## src/hdl/sec2cal_pkg.sv

```systemverilog
package sec2cal_pkg;

    // Pipeline depth: input register through result register
    localparam int STAGES       = 11;
    localparam int CIVIL_FIRST  = 4;
    localparam int CIVIL_STAGES = STAGES - CIVIL_FIRST;

    localparam logic [11:0] BASE_YEAR_RESET = 12'd2008;

    localparam logic [16:0] SECS_PER_DAY  = 17'd86400;
    localparam logic [5:0]  SECS_PER_MIN  = 6'd60;
    localparam logic [5:0]  MIN_PER_HOUR  = 6'd60;

    localparam logic [8:0]  DAYS_PER_YEAR = 9'd365;
    localparam logic [10:0] DAYS_PER_QUAD = 11'd1460;
    localparam logic [17:0] DAYS_PER_CENT = 18'd36524;
    localparam logic [17:0] DAYS_PER_ERA  = 18'd146097;
    localparam logic [6:0]  YEARS_PER_CENT = 7'd100;
    localparam logic [8:0]  YEARS_PER_ERA  = 9'd400;

    // Day numbers count from 1 March of year -400, so every year stays positive.
    // The March-based year holding 1 January of Y is Y - 1, shifted by 400.
    localparam logic [12:0] YEAR_OFFSET = 13'd399;
    localparam logic [8:0]  MAR_TO_JAN  = 9'd306;

    // Constant division: q = (x * ceil(2^S / d)) >> S, exact for x < 2^N when
    // S = N + ceil(log2(d)).
    // seconds / 86400 = (seconds >> 7) / 675, N = 25
    localparam int          DAY_SHIFT  = 35;
    localparam logic [25:0] DAY_RECIP  = 26'(((64'd1 << DAY_SHIFT) + 64'd674) / 64'd675);
    // shifted year / 100 and / 400, N = 13
    localparam int          CENT_SHIFT = 20;
    localparam logic [13:0] CENT_RECIP = 14'(((64'd1 << CENT_SHIFT) + 64'd99) / 64'd100);
    localparam int          ERA_Y_SHIFT = 22;
    localparam logic [13:0] ERA_Y_RECIP = 14'(((64'd1 << ERA_Y_SHIFT) + 64'd399) / 64'd400);
    // second of day / 60 and / 3600, N = 17
    localparam int          MIN_SHIFT  = 23;
    localparam logic [17:0] MIN_RECIP  = 18'(((64'd1 << MIN_SHIFT) + 64'd59) / 64'd60);
    localparam int          HOUR_SHIFT = 29;
    localparam logic [17:0] HOUR_RECIP = 18'(((64'd1 << HOUR_SHIFT) + 64'd3599) / 64'd3600);
    // day number / 146097, N = 21
    localparam int          ERA_SHIFT  = 39;
    localparam logic [21:0] ERA_RECIP  = 22'(((64'd1 << ERA_SHIFT) + 64'd146096) / 64'd146097);
    // day of era / 1460 and / 365, N = 18
    localparam int          QUAD_SHIFT = 29;
    localparam logic [18:0] QUAD_RECIP = 19'(((64'd1 << QUAD_SHIFT) + 64'd1459) / 64'd1460);
    localparam int          YEAR_SHIFT = 27;
    localparam logic [18:0] YEAR_RECIP = 19'(((64'd1 << YEAR_SHIFT) + 64'd364) / 64'd365);

    // First day of each month within a year that starts on 1 March
    localparam logic [8:0] MONTH_START [0:11] = '{
        9'd0, 9'd31, 9'd61, 9'd92, 9'd122, 9'd153,
        9'd184, 9'd214, 9'd245, 9'd275, 9'd306, 9'd337
    };
    localparam logic [3:0] MP_JANUARY  = 4'd10;
    localparam logic [3:0] MP_TO_MONTH = 4'd3;
    localparam logic [3:0] MP_WRAP     = 4'd9;

    typedef struct packed {
        logic [4:0] hour;
        logic [5:0] minute;
        logic [5:0] second;
    } t_tod;

    typedef struct packed {
        logic [11:0] year;
        logic [3:0]  month;
        logic [4:0]  day;
    } t_date;

    typedef logic [CIVIL_STAGES-1:0] t_civil_load;

endpackage

```

## src/hdl/seconds_to_calendar.sv

```systemverilog
// Converts a 32-bit count of seconds since 1 January 00:00:00 of base_year into a
// Gregorian date and time of day (year, month, day, hour, minute, second), with the
// full leap rule and one result per count. The block is an 11-stage pipeline: it
// takes one count per clock while o_ready is high; the depth is set by the chain
// of reciprocal multiplies that split the count into days, eras and years, and of
// the compares that find the month. A stalled output holds its result while empty
// stages behind it keep filling, so o_ready falls only when all 11 stages hold
// requests. base_year resets to 2008 and is written through i_base_year_we with no
// wait; write it only while no request is in flight. Years past 4095 wrap in the
// 12-bit year field.
module seconds_to_calendar (
    input  logic        i_clk,
    input  logic        i_rst_n,
    input  logic        i_base_year_we,
    input  logic [11:0] i_base_year,
    input  logic        i_valid,
    output logic        o_ready,
    input  logic [31:0] i_seconds_count,
    output logic        o_valid,
    input  logic        i_ready,
    output logic [11:0] o_year,
    output logic [3:0]  o_month,
    output logic [4:0]  o_day_of_month,
    output logic [4:0]  o_hour,
    output logic [5:0]  o_minute,
    output logic [5:0]  o_second
);

    localparam int LAST  = sec2cal_pkg::STAGES - 1;
    localparam int CFRST = sec2cal_pkg::CIVIL_FIRST;

    logic [LAST:0] r_vld;
    logic [LAST:0] w_load;
    logic [11:0]   r_base_year;

    logic [31:0] r0_cnt;
    logic [11:0] r0_base;

    logic [50:0] n1_day_prod;
    logic [12:0] n1_yp;
    logic [26:0] n1_cent_prod;
    logic [26:0] n1_era_prod;
    logic [31:0] r1_cnt;
    logic [15:0] r1_days;
    logic [12:0] r1_yp;
    logic [5:0]  r1_cents;
    logic [3:0]  r1_eras;

    logic [32:0] n2_day_secs;
    logic [21:0] n2_d0;
    logic [15:0] r2_days;
    logic [16:0] r2_sod;
    logic [20:0] r2_d0;

    logic [34:0] n3_min_prod;
    logic [34:0] n3_hour_prod;
    logic [20:0] r3_z;
    logic [16:0] r3_sod;
    logic [10:0] r3_mins;
    logic [4:0]  r3_hour;

    sec2cal_pkg::t_tod  n4_tod;
    sec2cal_pkg::t_tod  r_tod [CFRST:LAST];
    sec2cal_pkg::t_date w_date;

    // A stage may load when the output side is ready or when it or any stage ahead of it is empty
    for (genvar g = 0; g <= LAST; g++) begin : g_load
        assign w_load[g] = i_ready | ~(&r_vld[LAST:g]);
    end

    assign o_ready = w_load[0];
    assign o_valid = r_vld[LAST];

    always_ff @(posedge i_clk) begin
        if (!i_rst_n) begin
            r_vld <= '0;
        end else begin
            if (w_load[0]) begin
                r_vld[0] <= i_valid;
            end
            for (int k = 1; k <= LAST; k++) begin
                if (w_load[k]) begin
                    r_vld[k] <= r_vld[k-1];
                end
            end
        end
    end

    always_ff @(posedge i_clk) begin
        if (!i_rst_n) begin
            r_base_year <= sec2cal_pkg::BASE_YEAR_RESET;
        end else if (i_base_year_we) begin
            r_base_year <= i_base_year;
        end
    end

    always_ff @(posedge i_clk) begin
        if (w_load[0]) begin
            r0_cnt  <= i_seconds_count;
            r0_base <= r_base_year;
        end
    end

    // Whole days, and the shifted March-based year before the base year
    assign n1_day_prod  = 51'(r0_cnt[31:7]) * 51'(sec2cal_pkg::DAY_RECIP);
    assign n1_yp        = 13'(r0_base) + sec2cal_pkg::YEAR_OFFSET;
    assign n1_cent_prod = 27'(n1_yp) * 27'(sec2cal_pkg::CENT_RECIP);
    assign n1_era_prod  = 27'(n1_yp) * 27'(sec2cal_pkg::ERA_Y_RECIP);

    always_ff @(posedge i_clk) begin
        if (w_load[1]) begin
            r1_cnt   <= r0_cnt;
            r1_days  <= n1_day_prod[sec2cal_pkg::DAY_SHIFT +: 16];
            r1_yp    <= n1_yp;
            r1_cents <= n1_cent_prod[sec2cal_pkg::CENT_SHIFT +: 6];
            r1_eras  <= n1_era_prod[sec2cal_pkg::ERA_Y_SHIFT +: 4];
        end
    end

    // Day number of 1 January of the base year
    assign n2_day_secs = 33'(r1_days) * 33'(sec2cal_pkg::SECS_PER_DAY);
    assign n2_d0 = 22'(r1_yp) * 22'(sec2cal_pkg::DAYS_PER_YEAR) + 22'(r1_yp[12:2])
                 - 22'(r1_cents) + 22'(r1_eras) + 22'(sec2cal_pkg::MAR_TO_JAN);

    always_ff @(posedge i_clk) begin
        if (w_load[2]) begin
            r2_days <= r1_days;
            r2_sod  <= 17'(33'(r1_cnt) - n2_day_secs);
            r2_d0   <= n2_d0[20:0];
        end
    end

    assign n3_min_prod  = 35'(r2_sod) * 35'(sec2cal_pkg::MIN_RECIP);
    assign n3_hour_prod = 35'(r2_sod) * 35'(sec2cal_pkg::HOUR_RECIP);

    always_ff @(posedge i_clk) begin
        if (w_load[3]) begin
            r3_z    <= r2_d0 + 21'(r2_days);
            r3_sod  <= r2_sod;
            r3_mins <= n3_min_prod[sec2cal_pkg::MIN_SHIFT +: 11];
            r3_hour <= n3_hour_prod[sec2cal_pkg::HOUR_SHIFT +: 5];
        end
    end

    always_comb begin
        n4_tod.hour   = r3_hour;
        n4_tod.minute = 6'(r3_mins - 11'(r3_hour) * 11'(sec2cal_pkg::MIN_PER_HOUR));
        n4_tod.second = 6'(r3_sod - 17'(r3_mins) * 17'(sec2cal_pkg::SECS_PER_MIN));
    end

    // Carry the time of day alongside the date stages
    always_ff @(posedge i_clk) begin
        if (w_load[CFRST]) begin
            r_tod[CFRST] <= n4_tod;
        end
        for (int k = CFRST + 1; k <= LAST; k++) begin
            if (w_load[k]) begin
                r_tod[k] <= r_tod[k-1];
            end
        end
    end

    sec2cal_civil u_civil (
        .i_clk  (i_clk),
        .i_load (w_load[LAST:CFRST]),
        .i_z    (r3_z),
        .o_date (w_date)
    );

    assign o_year         = w_date.year;
    assign o_month        = w_date.month;
    assign o_day_of_month = w_date.day;
    assign o_hour         = r_tod[LAST].hour;
    assign o_minute       = r_tod[LAST].minute;
    assign o_second       = r_tod[LAST].second;

endmodule

```

## src/hdl/sec2cal_civil.sv

```systemverilog
module sec2cal_civil (
    input  logic                      i_clk,
    input  sec2cal_pkg::t_civil_load  i_load,
    input  logic [20:0]               i_z,
    output sec2cal_pkg::t_date        o_date
);

    logic [42:0] n0_era_prod;
    logic [20:0] r0_z;
    logic [3:0]  r0_era;

    logic [17:0] r1_doe;
    logic [3:0]  r1_era;

    logic [36:0] n2_quad_prod;
    logic [2:0]  n2_cents;
    logic [17:0] r2_doe;
    logic [3:0]  r2_era;
    logic [6:0]  r2_quads;
    logic [2:0]  r2_cents;
    logic        r2_last;

    logic [17:0] r3_t;
    logic [17:0] r3_doe;
    logic [3:0]  r3_era;

    logic [36:0] n4_yoe_prod;
    logic [8:0]  r4_yoe;
    logic [17:0] r4_doe;
    logic [3:0]  r4_era;

    logic [1:0]  n5_cents;
    logic [17:0] n5_year_days;
    logic [8:0]  r5_doy;
    logic [8:0]  r5_yoe;
    logic [3:0]  r5_era;

    logic [3:0]  n6_mp;
    logic        n6_jan_feb;
    logic [12:0] n6_year;
    sec2cal_pkg::t_date n6_date;
    sec2cal_pkg::t_date r6_date;

    assign n0_era_prod = 43'(i_z) * 43'(sec2cal_pkg::ERA_RECIP);

    always_ff @(posedge i_clk) begin
        if (i_load[0]) begin
            r0_z   <= i_z;
            r0_era <= n0_era_prod[sec2cal_pkg::ERA_SHIFT +: 4];
        end
    end

    always_ff @(posedge i_clk) begin
        if (i_load[1]) begin
            r1_doe <= 18'(r0_z - 21'(r0_era) * 21'(sec2cal_pkg::DAYS_PER_ERA));
            r1_era <= r0_era;
        end
    end

    // Century count within the era by compare; the last day of an era is its own case
    assign n2_quad_prod = 37'(r1_doe) * 37'(sec2cal_pkg::QUAD_RECIP);
    assign n2_cents = 3'(r1_doe >= sec2cal_pkg::DAYS_PER_CENT)
                    + 3'(r1_doe >= 18'(2 * sec2cal_pkg::DAYS_PER_CENT))
                    + 3'(r1_doe >= 18'(3 * sec2cal_pkg::DAYS_PER_CENT))
                    + 3'(r1_doe >= 18'(4 * sec2cal_pkg::DAYS_PER_CENT));

    always_ff @(posedge i_clk) begin
        if (i_load[2]) begin
            r2_doe   <= r1_doe;
            r2_era   <= r1_era;
            r2_quads <= n2_quad_prod[sec2cal_pkg::QUAD_SHIFT +: 7];
            r2_cents <= n2_cents;
            r2_last  <= (r1_doe == 18'(4 * sec2cal_pkg::DAYS_PER_CENT));
        end
    end

    always_ff @(posedge i_clk) begin
        if (i_load[3]) begin
            r3_t   <= r2_doe - 18'(r2_quads) + 18'(r2_cents) - 18'(r2_last);
            r3_doe <= r2_doe;
            r3_era <= r2_era;
        end
    end

    assign n4_yoe_prod = 37'(r3_t) * 37'(sec2cal_pkg::YEAR_RECIP);

    always_ff @(posedge i_clk) begin
        if (i_load[4]) begin
            r4_yoe <= n4_yoe_prod[sec2cal_pkg::YEAR_SHIFT +: 9];
            r4_doe <= r3_doe;
            r4_era <= r3_era;
        end
    end

    assign n5_cents = 2'(r4_yoe >= 9'(sec2cal_pkg::YEARS_PER_CENT))
                    + 2'(r4_yoe >= 9'(2 * sec2cal_pkg::YEARS_PER_CENT))
                    + 2'(r4_yoe >= 9'(3 * sec2cal_pkg::YEARS_PER_CENT));
    assign n5_year_days = 18'(r4_yoe) * 18'(sec2cal_pkg::DAYS_PER_YEAR)
                        + 18'(r4_yoe[8:2]) - 18'(n5_cents);

    always_ff @(posedge i_clk) begin
        if (i_load[5]) begin
            r5_doy <= 9'(r4_doe - n5_year_days);
            r5_yoe <= r4_yoe;
            r5_era <= r4_era;
        end
    end

    // Month within the March-based year by compare against the month starts
    always_comb begin
        n6_mp = '0;
        for (int k = 1; k < 12; k++) begin
            n6_mp = n6_mp + 4'(r5_doy >= sec2cal_pkg::MONTH_START[k]);
        end
        n6_jan_feb = (n6_mp >= sec2cal_pkg::MP_JANUARY);
        n6_year = 13'(r5_yoe) + 13'(r5_era) * 13'(sec2cal_pkg::YEARS_PER_ERA)
                + 13'(n6_jan_feb) - 13'(sec2cal_pkg::YEARS_PER_ERA);
        n6_date.year  = n6_year[11:0];
        n6_date.month = n6_jan_feb ? (n6_mp - sec2cal_pkg::MP_WRAP)
                                   : (n6_mp + sec2cal_pkg::MP_TO_MONTH);
        n6_date.day   = 5'(r5_doy - sec2cal_pkg::MONTH_START[n6_mp] + 9'd1);
    end

    always_ff @(posedge i_clk) begin
        if (i_load[6]) begin
            r6_date <= n6_date;
        end
    end

    assign o_date = r6_date;

endmodule

```

## config.mk

```make
export PLATFORM = sky130hd
export DESIGN_NAME = seconds_to_calendar
export DESIGN_NICKNAME = d
export VERILOG_FILES = /design/src/hdl/sec2cal_pkg.sv /design/src/hdl/seconds_to_calendar.sv /design/src/hdl/sec2cal_civil.sv
export SDC_FILE = /design/constraint.sdc
export NUM_CORES = 2
export LEC_CHECK = 0
export BUFFER_PORTS_ARGS = -buffer_cell sky130_fd_sc_hd__buf_4
export CORE_ASPECT_RATIO = 1.75
export CORE_UTILIZATION = 44
export DETAILED_ROUTE_END_ITERATION = 10
export PLACE_DENSITY = 0.63
export SYNTH_ARGS = -nofsm -noshare
export SYNTH_HDL_FRONTEND = slang
export SYNTH_SLANG_ARGS = --single-unit
```

## constraint.sdc

```tcl
create_clock -name i_clk -period 9.12 [get_ports i_clk]
set_input_delay 1.824 -clock i_clk [delete_from_list [all_inputs] [get_ports i_clk]]
set_output_delay 1.824 -clock i_clk [all_outputs]
set_load 0.02 [all_outputs]
```

Yosys cells after proc, flatten, opt, wreduce, memory -nomap -nowiden --
Memories as Yosys holds them, arrays and structs flattened. Index checks and enable logic that the tools add are counted.
Cells by class: $add $sub $neg 38, multiply operators 14, div/mod/pow operators 0, order comparisons 20, equality and inequality tests 1, shift operators 0, multiplexer cells 17, bitwise logic cells 23, reductions and logical operators 10
Operators by type and width (count):
- $mul A17 B18 Y34 const B | 2
- $mul A18 B16 Y33 const B | 2
- $mul A25 B26 Y51 const B | 1
- $ge A9 B8 Y1 const B | 5
- $mul A21 B22 Y43 const B | 1
- $add A4 B1 Y4 | 9
- $ge A18 B17 Y1 const B | 2
- $ge A9 B9 Y1 const B | 4
- $ge A9 B7 Y1 const B | 3
- $mul A13 B13 Y25 const B | 1
- $add A21 B11 Y21 | 1
- $add A21 B16 Y21 | 1
- $add A21 B4 Y21 | 1
- $add A21 B9 Y21 const B | 1
- $mul A13 B9 Y21 const B | 1
- $sub A21 B6 Y21 | 1
- $add A18 B3 Y18 | 1
- $eq A18 B18 Y1 const B | 1
- $ge A18 B16 Y1 const B | 1
- $ge A18 B18 Y1 const B | 1
- $mul A4 B18 Y18 const B | 1
- $sub A18 B1 Y18 | 1
- $sub A18 B18 Y18 | 1
- $sub A18 B7 Y18 | 1
- other kinds (41) | 79
Storage, ports and cells: flip-flop bits (word level) 393, latch bits 0, memory bits (writable) 119, memory bits (read-only) 144, bits of input ports 49, output and inout bits 40, memories 2
Memory list:
- (name not given) | depth 16, width 9, rd ports 1, clocked after Yosys merged registers in 0, wr ports 0, line sec2cal_civil.sv:121 | n6_date.day = 5'(r5_doy - sec2cal_pkg::MONTH_START[n6_mp] + 9'd1);
- r_tod | depth 7, width 17, rd ports 7, clocked after Yosys merged registers in 0, wr ports 7, line seconds_to_calendar.sv:63 | sec2cal_pkg::t_tod r_tod [CFRST:LAST];

Longest topological paths before layout --
depth after elaboration 17, mapped depth 32, depth with buffers taken out 31

Modules after synthesis --
A second synthesis with hierarchy kept.
Unflattened totals: cells, all modules 5572, area total of the unflattened synthesis 63504.7 µm²
Modules (own cells, without submodules):
- seconds_to_calendar | times used 1, cells an instance 2942, area an instance 34586.9 µm², sequential area each 9679.3 µm²
- sec2cal_civil | times used 1, cells an instance 2630, area an instance 28917.7 µm², sequential area each 5195.0 µm²

Least setup slack after synthesis --
OpenSTA, ideal clock, no wires.
path type input port to output port, start point input i_ready, end point output o_ready, arrival time 4.928 ns, setup slack 2.368 ns, cell stages on the path 8, cells stage by stage nor2b_1 > and3_1 > and3_1 > and2_1 > nand2_1 > nor2_1 > and3_1 > nand2_1
Between the ends: word-level cells in the longest chain between the ends 1
RTL lines:
- start: declaration | line seconds_to_calendar.sv:20 | input logic i_ready,
- $or A1 B1 Y1 | line seconds_to_calendar.sv:68 | assign w_load[g] = i_ready | ~(&r_vld[LAST:g]);
- end: declaration | line seconds_to_calendar.sv:17 | output logic o_ready,
No other way between the ends.

Worst setup path in the final report --
start point register r0_cnt[16], end point register r1_days[3], data pin
Between the ends: word-level cells in the longest chain between the ends 1
RTL lines:
- start: declaration | line seconds_to_calendar.sv:36 | logic [31:0] r0_cnt;
- start signal: assignment | line seconds_to_calendar.sv:99 | r0_cnt <= i_seconds_count;
- $mul A25 B26 Y51 | line seconds_to_calendar.sv:105 | assign n1_day_prod = 51'(r0_cnt[31:7]) * 51'(sec2cal_pkg::DAY_RECIP);
- named net n1_day_prod[38] | line seconds_to_calendar.sv:39 | logic [50:0] n1_day_prod;
- end signal: assignment | line seconds_to_calendar.sv:113 | r1_days <= n1_day_prod[sec2cal_pkg::DAY_SHIFT +: 16];
- end: declaration | line seconds_to_calendar.sv:44 | logic [15:0] r1_days;
The timed path passes the listed nets, and every way through them passes these cells. A chain may end at the register's enable or synchronous reset.

==> impl_metrics.tcl <==
set metrics [dict create \
    run_status "complete, no violations" \
    worstPathMaxFanout 12 \
    timing_max_transition_violations_final 0 \
    antenna_cells_inserted 0 \
    gr-total-overflow 0 \
    startpoint_type "flop" \
    vias_per_cell 4.99 \
    critical_path.most_common_cell "fa_1" \
    num_rows 182 \
    final_cell_count_no_fill 7495 \
    route.antenna.remaining_nets 0 \
    final_layout_size_suffix_gt1_share_pct 3.93 \
    syn_area_um2 62700 \
    setup_viol_count_final 0 \
    synth.yosys.seq_area_share_pct 23.7 \
    critical_path_slowest_stage_cell "edfxtp_1" \
    path_cells "fa_1 -> ha_1 -> inv_1 -> fa_1 -> fa_1 -> fa_1 -> fa_1 -> inv_1 -> fa_1 -> ha_1 -> nor2b_1 -> a221o_1 -> a21oi_1 -> o21ai_0 -> a21oi_1 -> nor3b_1 -> a2111oi_0 -> o41ai_1 -> xor2_1" \
    mostFrequentLayoutCell "inv_1" \
    area.growth.synth_to_final_pct 7.60 \
    drc 0 \
    cts-hold-fix-buffers 0 \
    hp-class "flop to flop" \
    grt_pass1_wl_um 215000 \
    critPathLaunch "r0_cnt[16]$_DFFE_PP_" \
    num_vias 37406 \
    clock_sink_count 503 \
    post_cts.repair.setup_buffers 0 \
    number_of_global_route_vias_before_repair 42512 \
    min_delay_path_depth 0 \
    htree_levels 2 \
    maxCapViolations 0 \
    floorplan_die_height_um 501 \
    critical_path.max_stage_delay_ns 0.87 \
    global_route.usage.total_pct 19.3 \
    dp.final_hpwl_um 117000 \
    synth_nets 7787 \
    timing_hold_violations_final 0 \
    fp.dieArea_um2 144000 \
    cts-root-buf "clkbuf_16" \
    synthCells 5478 \
    ys.warnings.count 0 \
    floorplan.io_pins 89 \
    placed_cells 7395 \
    placement.io_buffers 88 \
    final.period_utilization_pct 76.9 \
    max_slew_margin_pct 26.4 \
    synth_edf_count 480 \
    leading_cell_types_in_the_layout_fill_and_taps_excluded "1,555 x inv_1, 1,416 x ha_1, 844 x fa_1" \
    setup_total_negative_slack_ns 0 \
    timing.critical_path.arrival_ns 7.37 \
    ys.flop_type "edfxtp_1" \
    ff2ff_setup_slack_ns 2.11 \
    worstPathRequired_ns 9.48 \
    setup_repair_after_global_routing_missed_its_margin "no" \
    cts_resized 0 \
    worstReg2RegStart "r0_cnt[16]$_DFFE_PP_" \
    antenna_found_initial 0 \
    die-width_um 287 \
    place.gp.congestion 0.954 \
    maximum_clock_frequency_mhz 143 \
    reg2reg_depth 19 \
    finalNetCount 7919 \
    period_minus_slack_ns 7.01 \
    worstReg2RegEnd "r1_days[3]$_DFFE_PP_" \
    start_util_pct 44.5 \
    wirelength_um 133000 \
    setup.worst_path.end "r1_days[3]$_DFFE_PP_" \
    detailedRoute.firstIterationViolations 1060 \
    critical_path.endpoint_type "flop" \
    ys_ff_latch 503 \
    clock_path_buffers 3 \
    ys_types 74 \
    wire_per_inst_um 17.7 \
    post_synthesis_mean_instance_area_um2 11.4 \
    design.core.area_um2 141000 \
    worst-setup-path-type "flop to flop" \
    tritoncts "built" \
    maximum_number_of_pins_on_one_net_before_global_route_repair 55 \
    latest_clock_arrival_within_the_worst_skew_pair_ns 0.65 \
    detail_route.first_pass.iterations 5 \
    fin_worst_skew_ns 0.0337 \
    cts_made_buffers 53 \
    worst-slew-pin-transition_ns 1.10 \
    synth_async_sr_flop_share_pct 0 \
    path_clk_slew_ns 0.07 \
]
[sequential cells by signal, summed over array words and instances, names as in the netlist, 16 cells and up]
register,count
r1_days,16
u_civil.o_date,21
r0_cnt,32
u_civil.r0_z,18
u_civil.r3_t,18
r2_days,16
r2_d0,21
r1_cnt,17
u_civil.r1_doe,18
r2_sod,17
r3_z,21
u_civil.r2_doe,18
r_tod,119
[per-stage QoR]
stage | utilization (%) | hold slack [ns] | instance area [um^2] | setup slack [ns]
floorplan | - | 0.400 | 62700 | 2.37
global placement | 46.6 | 0.401 | 65600 | 2.13
detailed placement | 46.6 | 0.405 | 65600 | 2.11
CTS | 47.9 | 0.419 | 67500 | 2.07
global route | 47.9 | 0.422 | 67500 | 1.68
finish | 47.9 | 0.413 | 67500 | 2.11
[cell usage after synthesis (15+ instances only)]
cell type | instances | share of area, %
inv_1 | 1557 | 9.3
ha_1 | 1416 | 28
fa_1 | 844 | 27
edfxtp_1 | 480 | 23
xnor2_1 | 152 | 2.1
a21oi_1 | 148 | 1.2
nand2_1 | 111 | 0.66
nor2_1 | 101 | 0.60
o21ai_0 | 84 | 0.67
a21o_1 | 69 | 0.83
xor2_1 | 66 | 0.92
nor2b_1 | 38 | 0.38
nand3_1 | 35 | 0.28
nor3_1 | 29 | 0.23
nand4_1 | 28 | 0.28
nand2b_1 | 24 | 0.24
o21a_1 | 24 | 0.29
dfxtp_1 | 23 | 0.73
o21bai_1 | 23 | 0.28
and3_1 | 21 | 0.21
buf_4 | 17 | 0.20
mux2i_1 | 15 | 0.24
[per-layer routing]
metal  vias up  wire length (um)  GRT usage, %
met2       552             78800          40.5
met3       339              2380          1.49
met1     18684             42700          17.2
met5         -                 0             0
li1      17831                 -             -
met4         0              8950          11.2
[cell families after synthesis]
kind of cell | synth area share, %
AO/OA/AOI/OAI | 4.86
XOR/XNOR | 3.04
adder cells (fa/ha/maj) | 55.2
buffers and inverters | 9.58
flip-flops | 23.7
multiplexers | 0.239
AND/OR/NAND/NOR | 3.37
[worst min-delay path by stage]
stage / startpoint / end
global route: r_tod[1][36]$_DFFE_PP_ / r_tod[1][53]$_DFFE_PP_
floorplan: r0_cnt[0]$_DFFE_PP_ / r1_cnt[0]$_DFFE_PP_
global placement: r_tod[1][31]$_DFFE_PP_ / r_tod[1][48]$_DFFE_PP_
CTS: r_tod[1][12]$_DFFE_PP_ / r_tod[1][29]$_DFFE_PP_
finish: r_tod[1][41]$_DFFE_PP_ / r_tod[1][58]$_DFFE_PP_
detailed placement: r_tod[1][6]$_DFFE_PP_ / r_tod[1][23]$_DFFE_PP_
[area by class of cell]
class | count | area [um^2]
multi-input cells | 3392 | 41800
flip-flops and latches | 503 | 14900
inverters | 1557 | 5840
repair buffers | 103 | 773
well taps | 1840 | 2300
clock inverters | 46 | 513
fillers | 12826 | 73500
clock buffers | 54 | 1330
[worst max-delay path, delay by kind of cell (launching register included)]
family,cells,cell delay (ns)
compound gates,6,1.64
xor+xnor,1,0.17
fa+ha+maj,8,3.67
flops,1,0.87
simple gates,2,0.23
buf+inv,2,0.13
Power is not shown: default switching activity piles up to over one toggle a cycle in this logic, so the estimate is an artifact.
